`src/sv/chm_pkg.sv`:
```
// Package for the chained scatter hash map core.
// Holds default sizes, command codes and the sequencer state type. No dependencies.
`default_nettype none
package chm_pkg;

  localparam int unsigned SlotsDef     = 256;
  localparam int unsigned KeyBitsDef   = 32;
  localparam int unsigned ValueBitsDef = 32;
  localparam int unsigned CmdBits      = 2;

  typedef enum logic [CmdBits-1:0] {
    CMD_ADD    = 2'd0,
    CMD_QUERY  = 2'd1,
    CMD_DELETE = 2'd2
  } cmd_e;

  typedef enum logic [4:0] {
    ST_CLEAR,
    ST_IDLE,
    ST_FIND,
    ST_APPLY,
    ST_DEL_PREV,
    ST_DEL_N,
    ST_DEL_CLR,
    ST_INS_RS,
    ST_INS_S,
    ST_SCAN,
    ST_SCAN_D,
    ST_EV_RD,
    ST_EV_W,
    ST_EV_H,
    ST_EV_HD,
    ST_EV_C,
    ST_EV_HL,
    ST_NEW_C,
    ST_NEW_S,
    ST_RESP
  } state_e;

endpackage
`default_nettype wire

```
`src/sv/chm_mem.sv`:
```
// Slot memory: one write port, one read port with registered read data.
// Depends on chm_pkg for the default depth; used by chained_scatter_hash_map_core.
`default_nettype none
module chm_mem #(
  parameter int unsigned DEPTH = chm_pkg::SlotsDef,
  parameter int unsigned WIDTH = 8
) (
  input  wire logic                     clk_i,
  input  wire logic                     we_i,
  input  wire logic [$clog2(DEPTH)-1:0] waddr_i,
  input  wire logic [WIDTH-1:0]         wdata_i,
  input  wire logic [$clog2(DEPTH)-1:0] raddr_i,
  output logic      [WIDTH-1:0]         rdata_o
);

  logic [WIDTH-1:0] mem_q [DEPTH];

  always_ff @(posedge clk_i) begin
    if (we_i) begin
      mem_q[waddr_i] <= wdata_i;
    end
  end

  always_ff @(posedge clk_i) begin
    rdata_o <= mem_q[raddr_i];
  end

endmodule
`default_nettype wire

```
`config.mk`:
```
export PLATFORM = sky130hd
export DESIGN_NAME = chm_mem
export DESIGN_NICKNAME = d
export VERILOG_FILES = /design/src/sv/chm_pkg.sv /design/src/sv/chm_mem.sv
export SDC_FILE = /design/constraint.sdc
export NUM_CORES = 2
export LEC_CHECK = 0
export CAP_MARGIN = 5
export CORE_UTILIZATION = 60
export CTS_BUF_LIST = sky130_fd_sc_hd__clkbuf_16
export DETAILED_ROUTE_END_ITERATION = 16
export DONT_BUFFER_PORTS = 1
export HOLD_SLACK_MARGIN = 0.12
export PLACE_DENSITY = 0.78
export SLEW_MARGIN = 10
export SYNTH_ARGS = -nofsm -noshare
export SYNTH_HDL_FRONTEND = slang
export SYNTH_SLANG_ARGS = --single-unit
```
`constraint.sdc`:
```
create_clock -name clk_i -period 6.7 [get_ports clk_i]
set_input_delay 1.34 -clock clk_i [delete_from_list [all_inputs] [get_ports clk_i]]
set_output_delay 1.34 -clock clk_i [all_outputs]
set_load 0.02 [all_outputs]
```
==> implementation parameters <==
Parameter                              Value

Power
  Pwr per Cell Area ... 294 mW/mm2
  Post-layout total power ... 25.5 mW
  Switching component of the power ... 5.23 mW
  Leakage power of the design ... 26.6 nW
  Part of the total power dissipated in the clock network ... 40.9%
  Internal portion of total power ... 20.3 mW
  Power share of the sequential group ... 55.7%
  IR Drop Worst-Case VDD ... 0.000347 V
  Combinational share of power ... 3.4%
  Net switching share of the total power ... 20.5%

Worst setup path
  Count of buffering cells on the critical path with inverters included ... 3
  Startpoint of the most critical register-to-register path ... mem_q[155][5]$_DFFE_PP_
  Most frequent CP cell ... buf_16
  Library cell contributing the largest single delay on the critical path ... nor4_1
  Critical path endpoint category ... register
  Worst path required time ... 7.36 ns
  Largest fanout on the critical path ... 157
  Biggest cell delay along the critical path ... 1.10 ns
  Crit-path cells ... buf_16, buf_16, buf_16, mux4_2, nor2b_1, a211oi_1, nor3_1, nor4_1, nor4_1
  Worst path arrival time ... 6.20 ns
  Worst setup path startpoint ... raddr_i[0]
  Cell family with most CP delay ... buffers and inverters
  Startpoint Class ... primary input
  Worst setup path category ... primary input to register

Clock tree
  Post-CTS setup repair buffer count ... 0
  CTS clk-pin slew, worst paths ... 0.06 ns
  CTS tree ... done
  H-tree depth ... 4
  Buffer cell driving the clock tree root ... clkbuf_16
  Number of buffers inserted during clock tree synthesis ... 195
  Insertion delay to the later sink of the worst-skew pair ... 0.84 ns
  Quantity of gates resized following cts ... 0
  Sink count of the clock tree ... 2056
  Clk buf depth ... 3
  Number of hold-repair buffers added at the cts stage ... 0

Synth
  Synth Area in Simple Gates ... 2.63%
  Top post-synthesis cells by count ... edfxtp_1 (2048), mux4_2 (454), nor2_1 (282), mux2i_1 (134), a22oi_1 (133)
  Flip-flop cell with the highest count after synthesis ... edfxtp_1
  Top cells by area in the synthesized netlist ... edfxtp_1 (77%), mux4_2 (13%), mux2i_1 (1.7%)
  Largest family of logic cells by synthesized area ... multiplexers
  Area fraction in compound gates after synthesis ... 3.42%
  Proportion of synthesized area in mux cells ... 14.6%
  Synthesized netlist cell count ... 3733
  Fraction of the yosys area taken by sequential cells ... 77.5%
  Adder-cell share of the synthesized area ... 0%
  Warnings from Yosys ... 0
  Library cell with the highest instance count after synthesis ... edfxtp_1
  Post-synthesis register bit count ... 2056
  Number of distinct library cells after synthesis ... 55
  Number of flops mapped to enable cells by yosys ... 2048
  Async set-reset flop share out of synthesis ... 0%
  Post-synthesis net count ... 3759
  Post-Synth XOR/XNOR Area ... 0%
  Syn avg cell area ... 21.3 um2
  Area share of the largest cell type after synthesis ... 77.3%
  Post-synth design cell area ... 0.0796 mm2
  Dominant cell type by area after synthesis ... edfxtp_1

Die
  Width of the die ... 366 um
  Die height ... 366 um
  Initial Util ... 60.5%
  Rows ... 133
  Area of the core region ... 0.131 mm2
  Number of primary I/O pins ... 34
  Die Footprint ... 0.134 mm2

Timing
  Unrepaired setup endpoints after global routing ... no
  Total count of max-transition violations in the final report ... 0
  TNS Setup ... 0 ns
  Count of final setup violators ... 0
  Final Hold Slack ... 0.631 ns
  Slew HR ... 3.75%
  Final critical-path share of the clock period ... 82.7%
  Setup Skew ... 0.0372 ns
  Worst slew pin tran ... 1.43 ns
  Clock period minus final worst setup slack ... 5.54 ns
  Number of hold violations in the final report ... 0
  Maximum clock frequency ... 180 MHz

Routing
  Via-to-Cell Ratio ... 6.94
  First-iteration detailed-routing DRC count ... 6308
  Post-route antenna net violation count ... 0
  Via count ... 39247
  Post-Route WL ... 188 mm
  Routed len/inst ... 33.2 um
  Drc violations ... 0
  Router iterations before antenna repair ... 6

Hold path
  Min-Delay Path Class ... primary input to register
  Hold path start ... wdata_i[4]

Global routing
  Via count of the first global-routing pass ... 38923
  Overflow after GRT ... 0
  Global router's overall resource usage ... 28.2%
  Global-route wire length before repair ... 272 mm
  Number of antenna violations at the first check in global routing ... 2
  Pin count of the biggest net entering global routing ... 579

Flow run
  Max-capacitance violation count ... 0

Final layout
  Synthesis-to-finish area growth ... 9.09%
  Number of nets in the layout ... 3761
  Fraction of final layout cells with drive strength greater than 1 ... 20.0%

Status
  Result of the run ... finished clean

Placement
  Routability Congestion ... 0.856
  Hpwl dp ... 101 mm
  Number of I/O port buffers ... 0
-- state kept, by name, summed over array words and instances (netlist names) --
| register | cells |
|---|---|
| rdata_o | 8 |
| mem_q | 2048 |
-- layout make-up --
type                            instances  area (um2)
Fill cell                            8075       44700
Inverter                                2        7.51
Sequential cell                      2056       61700
Timing Repair Buffer                   38         365
Multi-Input combinational cell       1442       16500
Tap cell                             1755        2200
Clock buffer                          202        5050
Clock inverter                        158         981
Antenna cell                            1        2.50
-- per-layer routing --
| metal | global-route usage [%] | part of all wire, % |
|---|---|---|
| met1 | 40.2 | 37 |
| met2 | 43.4 | 48 |
| met3 | 6.37 | 12 |
| met4 | 10.2 | 3.8 |
| met5 | 0 | 0.018 |
-- logic make-up after synthesis --
logic type / after synthesis
AOI/OAI and AO/OA: 385
and+or+nand+nor: 466
buffers and inverters: 235
muxes: 591
DFF: 2056
-- power by group through the flow --
| stage | clock network, mW | logic (mW) | registers (mW) |
|---|---|---|---|
| after floorplan | 0 | 0.689 | 14.5 |
| after global placement | 0 | 0.728 | 14.5 |
| after detailed placement | 0 | 0.742 | 14.5 |
| after CTS | 10.5 | 0.753 | 14.2 |
| after global routing | 10.9 | 0.891 | 14.2 |
| final | 10.4 | 0.865 | 14.2 |
-- worst paths after layout --
kind	slack (ns)	cells past startpoint	to
min	0.63	0	mem_q[241][4]$_DFFE_PP_
max reg2reg	3.75	5	rdata_o[5]$_DFF_P_
max	1.16	9	rdata_o[7]$_DFF_P_
min reg2reg	1.01	5	rdata_o[2]$_DFF_P_
-- metrics by stage --
| step | area, um2 | cells | worst slack [ns] | utilization (%) |
|---|---|---|---|---|
| after floorplan | 79600 | 3733 | 3.42 | - |
| after CTS | 86700 | 5649 | 3.35 | 65.9 |
| after global routing | 86800 | 5653 | 0.852 | 66.0 |
| final | 86800 | 5654 | 1.16 | 66.0 |
| after detailed placement | 80600 | 5289 | 2.50 | 61.3 |
| after global placement | 80600 | 5285 | 1.84 | 61.3 |
-- placed cells by master, fill, tap and decap left out, types with 3 or more instances in the layout --
master and n:
a22o_1 8, edfxtp_1 2048, buf_16 4, inv_16 3, o22ai_1 28, bufinv_16 8, nor3_1 22, nor2b_4 3
a211oi_1 16, and2_1 6, nand4_1 10, nand2b_1 8, dfxtp_1 8, nor4_2 9, buf_4 34, clkinv_1 42
nor4_1 18, a21oi_1 96, a22oi_1 133, o211ai_1 10, nor2_1 279, o32ai_1 4, a221oi_1 13, clkinvlp_4 9
clkinv_8 3, mux4_2 454, nor2b_1 28, o21ai_0 10, nand3_1 34, o22a_1 5, o221ai_1 46, clkbuf_16 202
mux2i_1 134, or2_2 4, inv_1 58, nand2_1 32, clkinv_2 34
Power figures use the tool's default switching activity.
