**src/sv/chm_pkg.sv**
```systemverilog
// Package for the chained scatter hash map core.
// Holds default sizes, command codes and the sequencer state type. No dependencies.
`default_nettype none
package chm_pkg;

  localparam int unsigned SlotsDef     = 256;
  localparam int unsigned KeyBitsDef   = 32;
  localparam int unsigned ValueBitsDef = 32;
  localparam int unsigned CmdBits      = 2;

  typedef enum logic [CmdBits-1:0] {
    CMD_ADD    = 2'd0,
    CMD_QUERY  = 2'd1,
    CMD_DELETE = 2'd2
  } cmd_e;

  typedef enum logic [4:0] {
    ST_CLEAR,
    ST_IDLE,
    ST_FIND,
    ST_APPLY,
    ST_DEL_PREV,
    ST_DEL_N,
    ST_DEL_CLR,
    ST_INS_RS,
    ST_INS_S,
    ST_SCAN,
    ST_SCAN_D,
    ST_EV_RD,
    ST_EV_W,
    ST_EV_H,
    ST_EV_HD,
    ST_EV_C,
    ST_EV_HL,
    ST_NEW_C,
    ST_NEW_S,
    ST_RESP
  } state_e;

endpackage
`default_nettype wire

```
**src/sv/chm_seq.sv**
```systemverilog
// Operation sequencer: walks chains, scans the free cursor and edits slots
// through read-modify-write on chm_mem. Depends on chm_pkg.
`default_nettype none
module chm_seq #(
  parameter int unsigned SLOTS      = chm_pkg::SlotsDef,
  parameter int unsigned KEY_BITS   = chm_pkg::KeyBitsDef,
  parameter int unsigned VALUE_BITS = chm_pkg::ValueBitsDef,
  localparam int unsigned AW        = $clog2(SLOTS),
  localparam int unsigned EW        = 2 + KEY_BITS + VALUE_BITS + AW
) (
  input  wire logic                        clk_i,
  input  wire logic                        rst_ni,
  input  wire logic                        in_valid_i,
  output logic                             in_ready_o,
  input  wire logic [chm_pkg::CmdBits-1:0] in_command_i,
  input  wire logic [KEY_BITS-1:0]         in_key_i,
  input  wire logic [VALUE_BITS-1:0]       in_value_i,
  input  wire logic                        out_free_i,
  output logic                             res_valid_o,
  output logic [VALUE_BITS-1:0]            res_value_o,
  output logic                             res_hit_o,
  output logic                             res_status_o,
  output logic                             mem_we_o,
  output logic [AW-1:0]                    mem_waddr_o,
  output logic [EW-1:0]                    mem_wdata_o,
  output logic [AW-1:0]                    mem_raddr_o,
  input  wire logic [EW-1:0]               mem_rdata_i
);

  typedef struct packed {
    logic                  used;
    logic [KEY_BITS-1:0]   key;
    logic [VALUE_BITS-1:0] value;
    logic                  lok;
    logic [AW-1:0]         lidx;
  } ent_t;

  localparam logic [AW-1:0] LastIdx = AW'(SLOTS - 1);

  chm_pkg::state_e state_q, state_d;

  logic [chm_pkg::CmdBits-1:0] cmd_q;
  logic [KEY_BITS-1:0]   key_q;
  logic [VALUE_BITS-1:0] val_q;
  logic [AW-1:0]   cur_q, prev_q, f_q, c_q, p_q, clr_q, tgt_q, steps_q;
  logic            prev_ok_q;
  logic [AW:0]     sc_q, fc_q;
  ent_t            fent_q, pent_q, sent_q, hent_q;
  logic [VALUE_BITS-1:0] rv_q;
  logic            hit_q, st_q;

  ent_t       rd;
  ent_t       ent_w;
  ent_t       empty_ent;
  logic [63:0] in_key64, key64, skey64;
  logic [AW-1:0] in_main, s_main, h_main;
  logic       match, chain_end, ev_hit, ev_end;

  assign rd        = ent_t'(mem_rdata_i);
  assign in_key64  = 64'(in_key_i);
  assign key64     = 64'(key_q);
  assign skey64    = 64'(sent_q.key);
  assign in_main   = in_key64[AW-1:0];
  assign s_main    = key64[AW-1:0];
  assign h_main    = skey64[AW-1:0];
  assign match     = rd.used && (rd.key == key_q);
  assign chain_end = !rd.lok || (steps_q == LastIdx);
  assign ev_hit    = rd.lok && (rd.lidx == s_main);
  assign ev_end    = !rd.lok || (steps_q == LastIdx);

  always_comb begin
    empty_ent       = '0;
    empty_ent.lok   = 1'b0;
    empty_ent.lidx  = '1;
  end

  // Next state
  always_comb begin
    state_d = state_q;
    case (state_q)
      chm_pkg::ST_CLEAR: begin
        if (clr_q == LastIdx) state_d = chm_pkg::ST_IDLE;
      end
      chm_pkg::ST_IDLE: begin
        if (in_valid_i) begin
          if (in_command_i == chm_pkg::CMD_ADD || in_command_i == chm_pkg::CMD_QUERY ||
              in_command_i == chm_pkg::CMD_DELETE) begin
            state_d = chm_pkg::ST_FIND;
          end else begin
            state_d = chm_pkg::ST_RESP;
          end
        end
      end
      chm_pkg::ST_FIND: begin
        if (match) begin
          state_d = chm_pkg::ST_APPLY;
        end else if (chain_end) begin
          state_d = (cmd_q == chm_pkg::CMD_ADD) ? chm_pkg::ST_INS_RS : chm_pkg::ST_RESP;
        end
      end
      chm_pkg::ST_APPLY: begin
        if (cmd_q == chm_pkg::CMD_DELETE) begin
          if (prev_ok_q)        state_d = chm_pkg::ST_DEL_PREV;
          else if (fent_q.lok)  state_d = chm_pkg::ST_DEL_N;
          else                  state_d = chm_pkg::ST_DEL_CLR;
        end else begin
          state_d = chm_pkg::ST_RESP;
        end
      end
      chm_pkg::ST_DEL_PREV: state_d = chm_pkg::ST_DEL_CLR;
      chm_pkg::ST_DEL_N:    state_d = chm_pkg::ST_DEL_CLR;
      chm_pkg::ST_DEL_CLR:  state_d = chm_pkg::ST_RESP;
      chm_pkg::ST_INS_RS:   state_d = chm_pkg::ST_INS_S;
      chm_pkg::ST_INS_S: begin
        state_d = rd.used ? chm_pkg::ST_SCAN : chm_pkg::ST_RESP;
      end
      chm_pkg::ST_SCAN: begin
        state_d = (sc_q == '0) ? chm_pkg::ST_RESP : chm_pkg::ST_SCAN_D;
      end
      chm_pkg::ST_SCAN_D: begin
        if (rd.used)                 state_d = chm_pkg::ST_SCAN;
        else if (h_main != s_main)   state_d = chm_pkg::ST_EV_RD;
        else                         state_d = chm_pkg::ST_NEW_C;
      end
      chm_pkg::ST_EV_RD: state_d = chm_pkg::ST_EV_W;
      chm_pkg::ST_EV_W: begin
        if (ev_hit || ev_end) state_d = chm_pkg::ST_EV_H;
      end
      chm_pkg::ST_EV_H:  state_d = chm_pkg::ST_EV_HD;
      chm_pkg::ST_EV_HD: state_d = chm_pkg::ST_EV_C;
      chm_pkg::ST_EV_C: begin
        state_d = (c_q == h_main) ? chm_pkg::ST_RESP : chm_pkg::ST_EV_HL;
      end
      chm_pkg::ST_EV_HL: state_d = chm_pkg::ST_RESP;
      chm_pkg::ST_NEW_C: state_d = chm_pkg::ST_NEW_S;
      chm_pkg::ST_NEW_S: state_d = chm_pkg::ST_RESP;
      chm_pkg::ST_RESP: begin
        if (out_free_i) state_d = chm_pkg::ST_IDLE;
      end
      default: state_d = chm_pkg::ST_CLEAR;
    endcase
  end

  // Memory port and handshake outputs
  always_comb begin
    in_ready_o  = 1'b0;
    res_valid_o = 1'b0;
    mem_we_o    = 1'b0;
    mem_waddr_o = f_q;
    mem_raddr_o = cur_q;
    ent_w       = empty_ent;
    case (state_q)
      chm_pkg::ST_CLEAR: begin
        mem_we_o    = 1'b1;
        mem_waddr_o = clr_q;
      end
      chm_pkg::ST_IDLE: begin
        in_ready_o  = 1'b1;
        mem_raddr_o = in_main;
      end
      chm_pkg::ST_FIND: begin
        mem_raddr_o = rd.lidx;
      end
      chm_pkg::ST_APPLY: begin
        mem_raddr_o = fent_q.lidx;
        if (cmd_q == chm_pkg::CMD_ADD && fent_q.value != val_q) begin
          mem_we_o    = 1'b1;
          mem_waddr_o = f_q;
          ent_w       = fent_q;
          ent_w.value = val_q;
        end
      end
      chm_pkg::ST_DEL_PREV: begin
        mem_we_o    = 1'b1;
        mem_waddr_o = prev_q;
        ent_w       = pent_q;
        ent_w.lok   = fent_q.lok;
        ent_w.lidx  = fent_q.lidx;
      end
      chm_pkg::ST_DEL_N: begin
        // pull the successor into the head slot
        mem_we_o    = 1'b1;
        mem_waddr_o = f_q;
        ent_w       = rd;
      end
      chm_pkg::ST_DEL_CLR: begin
        mem_we_o    = 1'b1;
        mem_waddr_o = tgt_q;
      end
      chm_pkg::ST_INS_RS: begin
        mem_raddr_o = s_main;
      end
      chm_pkg::ST_INS_S: begin
        if (!rd.used) begin
          mem_we_o    = 1'b1;
          mem_waddr_o = s_main;
          ent_w       = rd;
          ent_w.used  = 1'b1;
          ent_w.key   = key_q;
          ent_w.value = val_q;
        end
      end
      chm_pkg::ST_SCAN: begin
        mem_raddr_o = sc_q[AW-1:0] - AW'(1);
      end
      chm_pkg::ST_EV_RD: begin
        mem_raddr_o = p_q;
      end
      chm_pkg::ST_EV_W: begin
        mem_raddr_o = rd.lidx;
        if (ev_hit) begin
          // unlink the squatter from its own chain
          mem_we_o    = 1'b1;
          mem_waddr_o = p_q;
          ent_w       = rd;
          ent_w.lok   = sent_q.lok;
          ent_w.lidx  = sent_q.lidx;
        end
      end
      chm_pkg::ST_EV_H: begin
        mem_raddr_o = h_main;
      end
      chm_pkg::ST_EV_HD: begin
        mem_we_o    = 1'b1;
        mem_waddr_o = s_main;
        ent_w.used  = 1'b1;
        ent_w.key   = key_q;
        ent_w.value = val_q;
      end
      chm_pkg::ST_EV_C: begin
        mem_we_o    = 1'b1;
        mem_waddr_o = c_q;
        ent_w.used  = 1'b1;
        ent_w.key   = sent_q.key;
        ent_w.value = sent_q.value;
        if (c_q == h_main) begin
          ent_w.lok  = 1'b1;
          ent_w.lidx = c_q;
        end else begin
          ent_w.lok  = hent_q.lok;
          ent_w.lidx = hent_q.lidx;
        end
      end
      chm_pkg::ST_EV_HL: begin
        mem_we_o    = 1'b1;
        mem_waddr_o = h_main;
        ent_w       = hent_q;
        ent_w.lok   = 1'b1;
        ent_w.lidx  = c_q;
      end
      chm_pkg::ST_NEW_C: begin
        mem_we_o    = 1'b1;
        mem_waddr_o = c_q;
        ent_w.used  = 1'b1;
        ent_w.key   = key_q;
        ent_w.value = val_q;
        ent_w.lok   = sent_q.lok;
        ent_w.lidx  = sent_q.lidx;
      end
      chm_pkg::ST_NEW_S: begin
        mem_we_o    = 1'b1;
        mem_waddr_o = s_main;
        ent_w       = sent_q;
        ent_w.lok   = 1'b1;
        ent_w.lidx  = c_q;
      end
      chm_pkg::ST_RESP: begin
        res_valid_o = out_free_i;
      end
      default: begin
        in_ready_o = 1'b0;
      end
    endcase
    mem_wdata_o = EW'(ent_w);
  end

  assign res_value_o  = rv_q;
  assign res_hit_o    = hit_q;
  assign res_status_o = st_q;

  always_ff @(posedge clk_i or negedge rst_ni) begin
    if (!rst_ni) begin
      state_q <= chm_pkg::ST_CLEAR;
      clr_q   <= '0;
      fc_q    <= (AW+1)'(SLOTS);
    end else begin
      state_q <= state_d;
      if (state_q == chm_pkg::ST_CLEAR) begin
        clr_q <= clr_q + AW'(1);
      end
      case (state_q)
        chm_pkg::ST_APPLY: begin
          if (cmd_q == chm_pkg::CMD_DELETE && prev_ok_q &&
              ({1'b0, f_q} + (AW+1)'(1)) > fc_q) begin
            fc_q <= {1'b0, f_q} + (AW+1)'(1);
          end
          if (cmd_q == chm_pkg::CMD_DELETE && !prev_ok_q && fent_q.lok &&
              ({1'b0, fent_q.lidx} + (AW+1)'(1)) > fc_q) begin
            fc_q <= {1'b0, fent_q.lidx} + (AW+1)'(1);
          end
        end
        chm_pkg::ST_SCAN_D: begin
          if (!rd.used) fc_q <= sc_q - (AW+1)'(1);
        end
        default: begin
          fc_q <= fc_q;
        end
      endcase
    end
  end

  // Operation datapath registers
  always_ff @(posedge clk_i) begin
    case (state_q)
      chm_pkg::ST_IDLE: begin
        cmd_q     <= in_command_i;
        key_q     <= in_key_i;
        val_q     <= in_value_i;
        cur_q     <= in_main;
        prev_ok_q <= 1'b0;
        steps_q   <= '0;
        rv_q      <= '0;
        hit_q     <= 1'b0;
        st_q      <= 1'b0;
      end
      chm_pkg::ST_FIND: begin
        if (match) begin
          f_q    <= cur_q;
          fent_q <= rd;
          hit_q  <= 1'b1;
        end else if (!chain_end) begin
          prev_q    <= cur_q;
          prev_ok_q <= 1'b1;
          pent_q    <= rd;
          cur_q     <= rd.lidx;
          steps_q   <= steps_q + AW'(1);
        end
      end
      chm_pkg::ST_APPLY: begin
        if (cmd_q != chm_pkg::CMD_ADD || fent_q.value != val_q) rv_q <= fent_q.value;
        tgt_q <= (!prev_ok_q && fent_q.lok) ? fent_q.lidx : f_q;
      end
      chm_pkg::ST_INS_S: begin
        sent_q <= rd;
        sc_q   <= fc_q;
      end
      chm_pkg::ST_SCAN: begin
        if (sc_q == '0) st_q <= 1'b1;
      end
      chm_pkg::ST_SCAN_D: begin
        if (rd.used) begin
          sc_q <= sc_q - (AW+1)'(1);
        end else begin
          c_q     <= sc_q[AW-1:0] - AW'(1);
          p_q     <= h_main;
          steps_q <= '0;
        end
      end
      chm_pkg::ST_EV_W: begin
        if (!ev_hit && !ev_end) begin
          p_q     <= rd.lidx;
          steps_q <= steps_q + AW'(1);
        end
      end
      chm_pkg::ST_EV_HD: begin
        hent_q <= rd;
      end
      default: begin
        key_q <= key_q;
      end
    endcase
  end

  cursor_in_range: assert property (@(posedge clk_i) disable iff (!rst_ni)
    fc_q <= (AW+1)'(SLOTS))
    else $error("free cursor above table size");

  no_accept_in_clear: assert property (@(posedge clk_i) disable iff (!rst_ni)
    (state_q == chm_pkg::ST_CLEAR) |-> !in_ready_o)
    else $error("input accepted during clearing pass");

  no_write_when_idle: assert property (@(posedge clk_i) disable iff (!rst_ni)
    (state_q == chm_pkg::ST_IDLE) |-> !mem_we_o)
    else $error("slot write while idle");

  full_leaves_cursor: assert property (@(posedge clk_i) disable iff (!rst_ni)
    (state_q == chm_pkg::ST_SCAN && sc_q == '0) |=> $stable(fc_q))
    else $error("rejected insert moved the free cursor");

endmodule
`default_nettype wire

```
**config.mk**
```make
export PLATFORM = sky130hd
export DESIGN_NAME = chm_seq
export DESIGN_NICKNAME = d
export VERILOG_FILES = /design/src/sv/chm_pkg.sv /design/src/sv/chm_seq.sv
export SDC_FILE = /design/constraint.sdc
export NUM_CORES = 1
export LEC_CHECK = 0
export ABC_AREA = 1
export BUFFER_PORTS_ARGS = -buffer_cell sky130_fd_sc_hd__buf_2
export CAP_MARGIN = 20
export CORE_ASPECT_RATIO = 1.4
export CORE_MARGIN = 5
export CORE_UTILIZATION = 55
export DETAILED_ROUTE_END_ITERATION = 6
export MAX_ROUTING_LAYER = met4
export PLACE_DENSITY = 0.86
export SLEW_MARGIN = 20
export SYNTH_ARGS = -nofsm -noshare
export SYNTH_HDL_FRONTEND = slang
export SYNTH_SLANG_ARGS = --single-unit
```
**constraint.sdc**
```tcl
create_clock -name clk_i -period 10.05 [get_ports clk_i]
set_input_delay 2.01 -clock clk_i [delete_from_list [all_inputs] [get_ports clk_i]]
set_output_delay 2.01 -clock clk_i [all_outputs]
set_load 0.02 [all_outputs]
```
==> results of run 1 <==
cell type report:
type / instances / share of cell area
inverters: 288 / 0.04225
flip-flops and latches: 475 / 0.5487
diodes: 3 / 0.0002910
multi-input cells: 1351 / 0.2629
clock buffers: 57 / 0.04821
clock inverters: 26 / 0.01436
repair buffers: 284 / 0.05738
well taps: 534 / 0.02590
metal layers:
| layer | global-route usage | vias up | wire, um |
|---|---|---|---|
| li1 | - | 7992 | - |
| met1 | 0.3546 | 8544 | 24370 |
| met2 | 0.5329 | 1104 | 34860 |
| met3 | 0.04674 | 263 | 5844 |
| met4 | 0.1729 | 0 | 4609 |
| met5 | - | - | 0 |
metrics by stage:
stage / total power [uW] / area, sq um / util
floorplan: 4740 / 22320 / -
global placement: 5786 / 24140 / 0.6011
detailed placement: 5860 / 24140 / 0.6011
CTS: 7706 / 25760 / 0.6412
global route: 8069 / 25790 / 0.6422
finish: 7717 / 25800 / 0.6422
report_power, final:
part           internal, uW  total (uW)  switching [uW]
Combinational           823        2970            2150
Sequential             2670        2900             232
Clock                  1070        1840             771
Total                  4560        7720            3150
registers in the layout, summed over array words and instances, names as in the netlist, 8 cells and up:
name and count:
clr_q 8, sc_q 9, sent_q 66, p_q 8, hent_q 74, h_main 8
f_q 8, cur_q 8, fc_q 9, steps_q 8, fent_q 74, tgt_q 8
c_q 8, pent_q 65, prev_q 8, res_value_o 32, val_q 32, key_q 32
critical path, cell delays in order:
cell	delay, ns
buf_2	0.16
inv_1	0.18
nand2_2	0.19
nand3_2	0.62
inv_2	0.38
nand2_2	0.44
nand2_1	0.19
nand3_1	0.14
buf_2	0.21
worst max-delay path by stage:
stage	endpoint	cells past startpoint
6_report	mem_wdata_o[20]	9
5_1_grt	mem_wdata_o[30]	9
4_1_cts	mem_wdata_o[30]	9
3_5_place_dp	mem_wdata_o[30]	9
3_3_place_gp	mem_wdata_o[44]	11
2_1_floorplan	f_q[0]	8
cells by family after synthesis:
family                     count (synthesis)  synth area share
AOI/OAI and AO/OA                        315           0.08315
xor gates and xnor gates                  51           0.02002
adders and majority gates                 23           0.01290
buffers and inverters                    345           0.06257
DFF                                      475            0.6343
and+or+nand+nor                          962            0.1870
placed cells by master, fill, tap and decap left out, types with 21 or more instances in the layout:
cell	instances
a21oi_1	100
a221oi_1	30
buf_2	270
clkbuf_16	47
dfrtp_1	21
edfxtp_1	453
ha_1	23
inv_1	257
inv_2	24
nand2_1	562
nand3_1	113
nand4_1	58
nor2_1	155
o21ai_0	82
o21ai_1	40
xnor2_1	32
==> results.py, run 1 <==
metrics = {
    "worst_setup_path": {
        "critical_path_class": "input pin to output pin",
        "end_kind": "output pin",
        "crit_path_max_fanout": 32,
        "regToRegSetupSlack_ns": 6.58,
        "r2r-start": "key_q[2]",
        "crit_path_start_kind": "input pin",
        "required_ns": 8.04,
        "cp.arrival_ns": 4.56,
        "crit_start": "mem_rdata_i[73]",
        "regToRegEndpoint": "prev_q[4]",
        "rr_worst_depth": 10,
    },
    "timing": {
        "fin_crit_sh": 0.6541,
        "holdWs_ns": 0.4922,
        "skew_ns": 0.02369,
        "setup_slack_ns": 3.477,
        "setup_viol": 0,
        "fin_setup_tns_ns": 0,
        "drv_slew": 0,
        "fmax_mhz": 152.1,
        "relSlewSlack": 0.2973,
        "layout_min_cycle_time_ns": 6.573,
        "hold_violations": 0,
        "max_slew.worst_pin.slew_ns": 1.054,
        "rsz0062_at_grt": "false",
    },
    "worst_hold_path": {
        "holdPathEnd": "fc_q[1]",
        "holdPathStages": 2,
        "worstHoldStart": "fc_q[1]",
        "hold_class": "flip-flop to flip-flop",
    },
    "synth": {
        "synth.most_common_cell": "nand2_1",
        "synth.cell_area_sq_um": 22320,
        "ys_types": 51,
        "yosys.area.top_type": "edfxtp_1",
        "yosys-top-cells-count": "564 x nand2_1, 453 x edfxtp_1, 258 x inv_1",
        "synth_area_leaders": "edfxtp_1 61%, nand2_1 9.5%, inv_1 4.3%, nor2_1 2.6%, nand3_1 2.5%",
        "synthArstFlopShare": 0.04632,
        "synth_cells": 2171,
        "synth_top_area_frac": 0.6096,
        "synth_enable_flop_cells": 453,
        "syn_avg_cell_area_sq_um": 10.28,
        "dominantRegCellSynth": "edfxtp_1",
        "seq_area_frac_synth": 0.6343,
        "yosys_warnings": 0,
        "yosys_register_bits": 475,
        "syn_nets": 2338,
    },
    "status": {
        "status": "complete, no violations",
    },
    "drt": {
        "antenna_left": 0,
        "dr.pass1.iters": 5,
        "vias_per_cell": 5.932,
        "vias": 17900,
        "wl_mm": 69.69,
        "route.detailed.drc": 0,
        "first_iter_violations": 1890,
        "post_drt_wl_per_cell_um": 23.09,
    },
    "floorplanning": {
        "std_cell_rows": 87,
        "ios": 271,
        "die-area_sq_um": 44760,
        "die_x_um": 180.2,
        "core_area_sq_um": 40170,
        "start_util": 0.5556,
        "die_h_um": 248.3,
    },
    "clock_network": {
        "clk_pin_slew_ns": 0.06,
        "htree_levels": 2,
        "post_cts_buffers": 0,
        "cts_buffer_depth": 3,
        "cts-root-buf": "clkbuf_16",
        "clock_sinks": 475,
        "numCtsBuffers": 46,
        "holdBufCountCts": 0,
        "cts_tree": "yes",
        "cts_resized": 0,
        "clkLatencyLatePin_ns": 0.59,
    },
    "placement": {
        "gp_congestion": 1.088,
        "dpl.hpwl_mm": 49.49,
        "portBuffers": 270,
        "place_inst": 2931,
        "place_ws_ns": 3.583,
    },
    "pwr": {
        "p_per_area_nw_per_um2": 299.1,
        "ir_worst_vdd_mv": 0.3716,
        "p_leak_uw": 0.01077,
    },
    "layout": {
        "seq_area_sq_um": 14150,
        "fillCellCount": 3015,
        "multi_input_area_sq_um": 6782,
        "fin_nets": 2613,
        "fin_cells": 3018,
        "area_delta_synth_final_pct": 15.60,
        "layout-drive-gt1-share": 0.1782,
    },
    "grt": {
        "grt_pass1_vias": 17980,
        "grt_max_degree": 75,
        "track_usage": 0.3115,
        "grt_pass1_wl_mm": 104.5,
        "overflow": 0,
        "grt_antenna_before_repair": 2,
    },
    "job": {
        "drv_cap": 0,
    },
}
(Power assumes the default switching activity.)
==> run 2: changes to the inputs <==
clock period = 6.7 ns   (was 10.05 ns; I/O delays follow)
==> run 2 against run 1 <==
Against the previous run:
- final area down 0.52%
- first-iteration DRC count up 4.3%
- sequential share of layout area up 0.29 points
- register-to-register slack worse by 3.6 ns
- count of clock-buffer cells in the layout down 1
- die area unchanged
- global-route usage up 0.57 points
- non-clock buffer count up 4
- flip-flop and latch count unchanged
- clock skew down 0.0055 ns
- wire length up 1.8%
- critical path type is now flip-flop to output pin
- highest routed layer unchanged
==> results.py, run 2 (synthesized netlist as in run 1, its figures left out) <==
metrics = {
    "drt": {
        "first_iter_violations": 1972,
        "wl_mm": 70.98,
        "dr.pass1.iters": 6,
        "antenna_left": 0,
        "vias_per_cell": 5.883,
        "post_drt_wl_per_cell_um": 23.47,
        "vias": 17790,
        "route.detailed.drc": 0,
    },
    "pwr": {
        "finalPower_uw": 11380,
        "clkPwrFrac": 0.225,
        "seqPwrFrac": 0.384,
        "internal_power_uw": 6654,
        "ir_worst_vdd_mv": 0.3882,
        "p_sw_frac": 0.4151,
        "p_leak_uw": 0.01070,
        "combPwrFrac": 0.391,
        "p_per_area_nw_per_um2": 443.3,
        "p_sw_uw": 4721,
    },
    "worst_setup_path": {
        "crit_family": "simple AND/OR/NAND/NOR gates",
        "end_kind": "output pin",
        "critical_path_class": "flip-flop to output pin",
        "crit_path_start_kind": "flip-flop",
        "cp.arrival_ns": 3.96,
        "cpMaxStageDelayCell": "nor2_4",
        "critPathBufInv": 3,
        "critPathMaxStageDelay_ns": 0.68,
        "crit_path_max_fanout": 32,
        "rr_worst_depth": 10,
        "required_ns": 5.36,
        "crit_chain": "nor2_2 > nand2_1 > nor2_4 > inv_2 > nand3_2 > inv_2 > nand2_2 > nand2_1 > nand3_1 > buf_2",
        "cp.depth": 10,
    },
    "timing": {
        "rsz0062_at_grt": "false",
        "layout_min_cycle_time_ns": 5.295,
        "skew_ns": 0.01820,
        "setup_slack_ns": 1.405,
        "fmax_mhz": 188.8,
        "hold_violations": 0,
        "relSlewSlack": 0.2527,
        "setup_viol": 0,
        "holdWs_ns": 0.4709,
        "fin_setup_tns_ns": 0,
        "max_slew.worst_pin.slew_ns": 1.117,
        "fin_crit_sh": 0.7903,
        "drv_slew": 0,
    },
    "floorplanning": {
        "core_area_sq_um": 40170,
        "ios": 271,
        "start_util": 0.5556,
        "std_cell_rows": 87,
        "die-area_sq_um": 44760,
        "die_x_um": 180.2,
        "die_h_um": 248.3,
    },
    "clock_network": {
        "clk_pin_slew_ns": 0.07,
        "cts-root-buf": "clkbuf_16",
        "cts_buffer_depth": 3,
        "post_cts_buffers": 0,
        "cts_resized": 0,
        "holdBufCountCts": 0,
        "clock_sinks": 475,
        "clkLatencyLatePin_ns": 0.58,
        "numCtsBuffers": 45,
        "htree_levels": 2,
        "cts_tree": "yes",
    },
    "worst_hold_path": {
        "hold_class": "flip-flop to flip-flop",
        "holdPathStages": 2,
    },
    "grt": {
        "grt_antenna_before_repair": 4,
        "grt_pass1_wl_mm": 104.6,
        "grtUsageMet1": 0.3635,
        "gr-usage-met2": 0.5449,
        "track_usage": 0.3173,
        "grt_max_degree": 68,
        "grt-busiest-layer": "met2",
        "use_met3": 0.04499,
        "grt_pass1_vias": 17700,
        "overflow": 0,
    },
    "layout": {
        "layout-drive-gt1-share": 0.1751,
        "largestRegisters": "fent_q (74), hent_q (74), sent_q (66)",
        "fillCellCount": 3118,
        "fin_nets": 2616,
        "area_delta_synth_final_pct": 15.00,
        "mostFrequentLayoutCells": "562 x nand2_1, 453 x edfxtp_1, 270 x buf_2",
        "mostFrequentLayoutCell": "nand2_1",
    },
    "status": {
        "status": "complete, no violations",
    },
    "job": {
        "drv_cap": 0,
    },
    "placement": {
        "gp_congestion": 1.049,
        "dpl.hpwl_mm": 50.96,
        "portBuffers": 270,
        "place_ws_ns": 1.526,
    },
}
-- run 2: worst paths after layout --
kind	startpoint	endpoint	slack (ns)
max in group asynchronous	rst_ni	clr_q[3]	5.54
min in group asynchronous	rst_ni	fc_q[0]	0.76
worst min register to register	fc_q[8]	fc_q[8]	0.47
worst max-delay path	state_q[4]	mem_wdata_o[32]	1.40
worst min-delay path	fc_q[8]	fc_q[8]	0.47
worst max register to register	state_q[1]	steps_q[5]	2.98
-- run 2: worst register-to-register path, stage by stage, from the launching register on --
cell and delay (ns):
dfrtp_1 0.49, inv_2 0.13, nand2_2 0.11, inv_2 0.10, nand3_2 0.20, clkinv_2 0.36, buf_4 0.77, nor2_1 0.19
nand3_1 0.11, o2111ai_1 0.11, nor2_1 0.75
-- run 2: metrics by stage --
step | std cells | utilization | instance area, sq um
after floorplan | 2171 | - | 22320
after global placement | 2935 | 0.6020 | 24180
after detailed placement | 2935 | 0.6020 | 24180
after CTS | 3017 | 0.6380 | 25630
after global routing | 3022 | 0.6388 | 25660
final | 3024 | 0.6389 | 25660
-- run 2: power by group through the flow --
stage | logic [uW] | clock network [uW] | registers (uW)
3_3_place_gp | 4350 | 0 | 4400
2_1_floorplan | 2700 | 0 | 4410
4_1_cts | 4420 | 2580 | 4360
5_1_grt | 4780 | 2700 | 4400
3_5_place_dp | 4400 | 0 | 4420
6_report | 4450 | 2560 | 4370
-- run 2: metal layers --
metal,vias to the layer above,routed length (um)
li1,8010,-
met1,8459,24620
met2,1069,35750
met3,253,6003
met4,0,4600
met5,-,0
-- run 2: layout make-up --
class	count	area, sq um	area share
Antenna cell	6	15.01	0.0005851
Timing Repair Buffer	288	1499	0.05841
Multi-Input combinational cell	1351	6788	0.2645
Tap cell	534	668.1	0.02604
Sequential cell	475	14150	0.5516
Clock buffer	56	1177	0.04588
Clock inverter	26	270.3	0.01053
Inverter	288	1090	0.04247
==> run 3: changes to the inputs <==
clock period = 5.2 ns   (was 6.7 ns; I/O delays follow)
==> run 3 against run 2 <==
Against the previous run:
- setup slack worse by 0.79 ns
- critical path depth is 1 higher
- highest routed layer unchanged
- final area up 0.56%
- sequential power up 29%
- wire length down 0.57%
- register-to-register slack got worse by 0.96 ns
- power increased by 31%
- core utilization grew 0.36 points
- combinational power up 29%
- final cell count rose by 0.13%
- flip-flop and latch count is the same
- the flow now finishes with violations (design-rule violations)
- count of clock-buffer cells in the layout down 6
==> results.py, run 3 (synthesized netlist as in run 1, its figures left out) <==
metrics = {
    "status": {
        "status": "finished, violations left",
        "violations": "design-rule violations",
    },
    "layout": {
        "mostFrequentLayoutCell": "nand2_1",
        "largestRegisters": "fent_q (74), hent_q (74), sent_q (66)",
        "fin_area_sq_um": 25810,
        "fin_nets": 2621,
        "mostFrequentLayoutCells": "562 x nand2_1, 453 x edfxtp_1, 270 x buf_2",
        "area_delta_synth_final_pct": 15.64,
        "layout-drive-gt1-share": 0.1811,
    },
    "clock_network": {
        "cts_buffer_depth": 3,
        "post_cts_buffers": 0,
        "cts_resized": 0,
        "htree_levels": 2,
        "clock_sinks": 475,
        "clkLatencyLatePin_ns": 0.58,
        "cts-root-buf": "clkbuf_16",
        "cts_tree": "yes",
        "numCtsBuffers": 45,
        "clk_pin_slew_ns": 0.06,
        "holdBufCountCts": 0,
    },
    "drt": {
        "vias": 17900,
        "first_iter_violations": 2187,
        "vias_per_cell": 5.912,
        "dr.pass1.iters": 7,
        "post_drt_wl_per_cell_um": 23.31,
        "antenna_left": 0,
        "route.detailed.drc": 2,
        "wl_mm": 70.57,
    },
    "pwr": {
        "p_sw_frac": 0.4106,
        "clkPwrFrac": 0.236,
        "p_sw_uw": 6111,
        "p_leak_uw": 0.01081,
        "combPwrFrac": 0.386,
        "ir_worst_vdd_mv": 0.4491,
        "internal_power_uw": 8773,
        "p_per_area_nw_per_um2": 576.8,
        "seqPwrFrac": 0.378,
    },
    "worst_setup_path": {
        "cp.arrival_ns": 3.55,
        "crit_path_start_kind": "flip-flop",
        "critical_path_class": "flip-flop to output pin",
        "rr_worst_depth": 17,
        "regToRegSetupSlack_ns": 2.02,
        "end_kind": "output pin",
        "regToRegEndpoint": "fc_q[2]",
        "r2r-start": "fent_q[0]",
        "cp-endpoint": "mem_wdata_o[30]",
        "crit_start": "state_q[1]",
        "required_ns": 4.16,
        "crit_path_max_fanout": 45,
    },
    "grt": {
        "grt_pass1_wl_mm": 104.8,
        "track_usage": 0.3153,
        "grt_antenna_before_repair": 4,
        "grt_max_degree": 75,
        "overflow": 0,
        "grt_pass1_vias": 17800,
    },
    "placement": {
        "portBuffers": 270,
        "dpl.hpwl_mm": 50.38,
        "dpl-instance-area_sq_um": 24240,
        "gp_congestion": 1.038,
    },
    "timing": {
        "hold_violations": 0,
        "fmax_mhz": 217.9,
        "skew_ns": 0.02562,
        "drv_slew": 0,
        "max_slew.worst_pin.slew_ns": 1.091,
        "rsz0062_at_grt": "false",
        "layout_min_cycle_time_ns": 4.589,
        "fin_crit_sh": 0.8825,
        "relSlewSlack": 0.2723,
        "setup_viol": 0,
        "fin_setup_tns_ns": 0,
    },
    "floorplanning": {
        "die_h_um": 248.3,
        "die_x_um": 180.2,
        "start_util": 0.5556,
        "std_cell_rows": 87,
        "die-area_sq_um": 44760,
        "ios": 271,
        "core_area_sq_um": 40170,
    },
    "job": {
        "drv_cap": 0,
    },
    "worst_hold_path": {
        "hold_class": "input pin to async pin",
    },
}
-- run 3: worst min path at each step --
stage	start	end	slack, ns	depth (start not counted)
floorplan	cur_q[0]	f_q[0]	0.45	0
global placement	fc_q[8]	fc_q[8]	0.46	2
detailed placement	fc_q[8]	fc_q[8]	0.47	2
CTS	rst_ni	fc_q[2]	0.46	1
global route	fc_q[8]	fc_q[8]	0.48	2
finish	rst_ni	fc_q[0]	0.46	1
-- run 3: cell type report --
type                    count  area (sq um)
well taps                 534         668.1
flip-flops and latches    475         14150
clock buffers              50          1145
clock inverters            33         414.1
diodes                      4         10.01
repair buffers            293          1536
multi-input cells        1351          6788
inverters                 288          1090
fillers                  2968         14360
-- run 3: critical path: stages (launching register included) --
cell and delay [ns]:
dfrtp_1 0.49, nand2_2 0.21, inv_2 0.08, nand3_4 0.05, buf_4 0.52, inv_4 0.05, nand3_2 0.09, buf_4 0.41
nand2_2 0.52, nand2_1 0.24, nand3_1 0.10, buf_2 0.18
-- run 3: layer usage --
layer,track usage,routed length (um)
met5,-,0
met2,0.5558,36340
met1,0.3590,24580
met4,0.1535,4110
met3,0.03988,5541
-- run 3: power groups by stage --
stage | Sequential [uW] | Clock (uW) | Combinational, uW
after CTS | 5610 | 3530 | 5730
after global placement | 5650 | 0 | 5570
after floorplan | 5690 | 0 | 3480
after detailed placement | 5680 | 0 | 5680
after global routing | 5680 | 3690 | 6180
final | 5630 | 3510 | 5750
-- run 3: stage by stage --
step           cells  hold WS, ns  total power [uW]  setup WS (ns)    util
2_1_floorplan   2171       0.4454              9163          1.150       -
3_3_place_gp    2941       0.4561             11210         0.9930  0.6034
3_5_place_dp    2941       0.4669             11360         0.9940  0.6034
4_1_cts         3024       0.4648             14870         0.6044  0.6422
5_1_grt         3028       0.4843             15550         0.4489  0.6425
6_report        3028       0.4618             14880         0.6110  0.6425
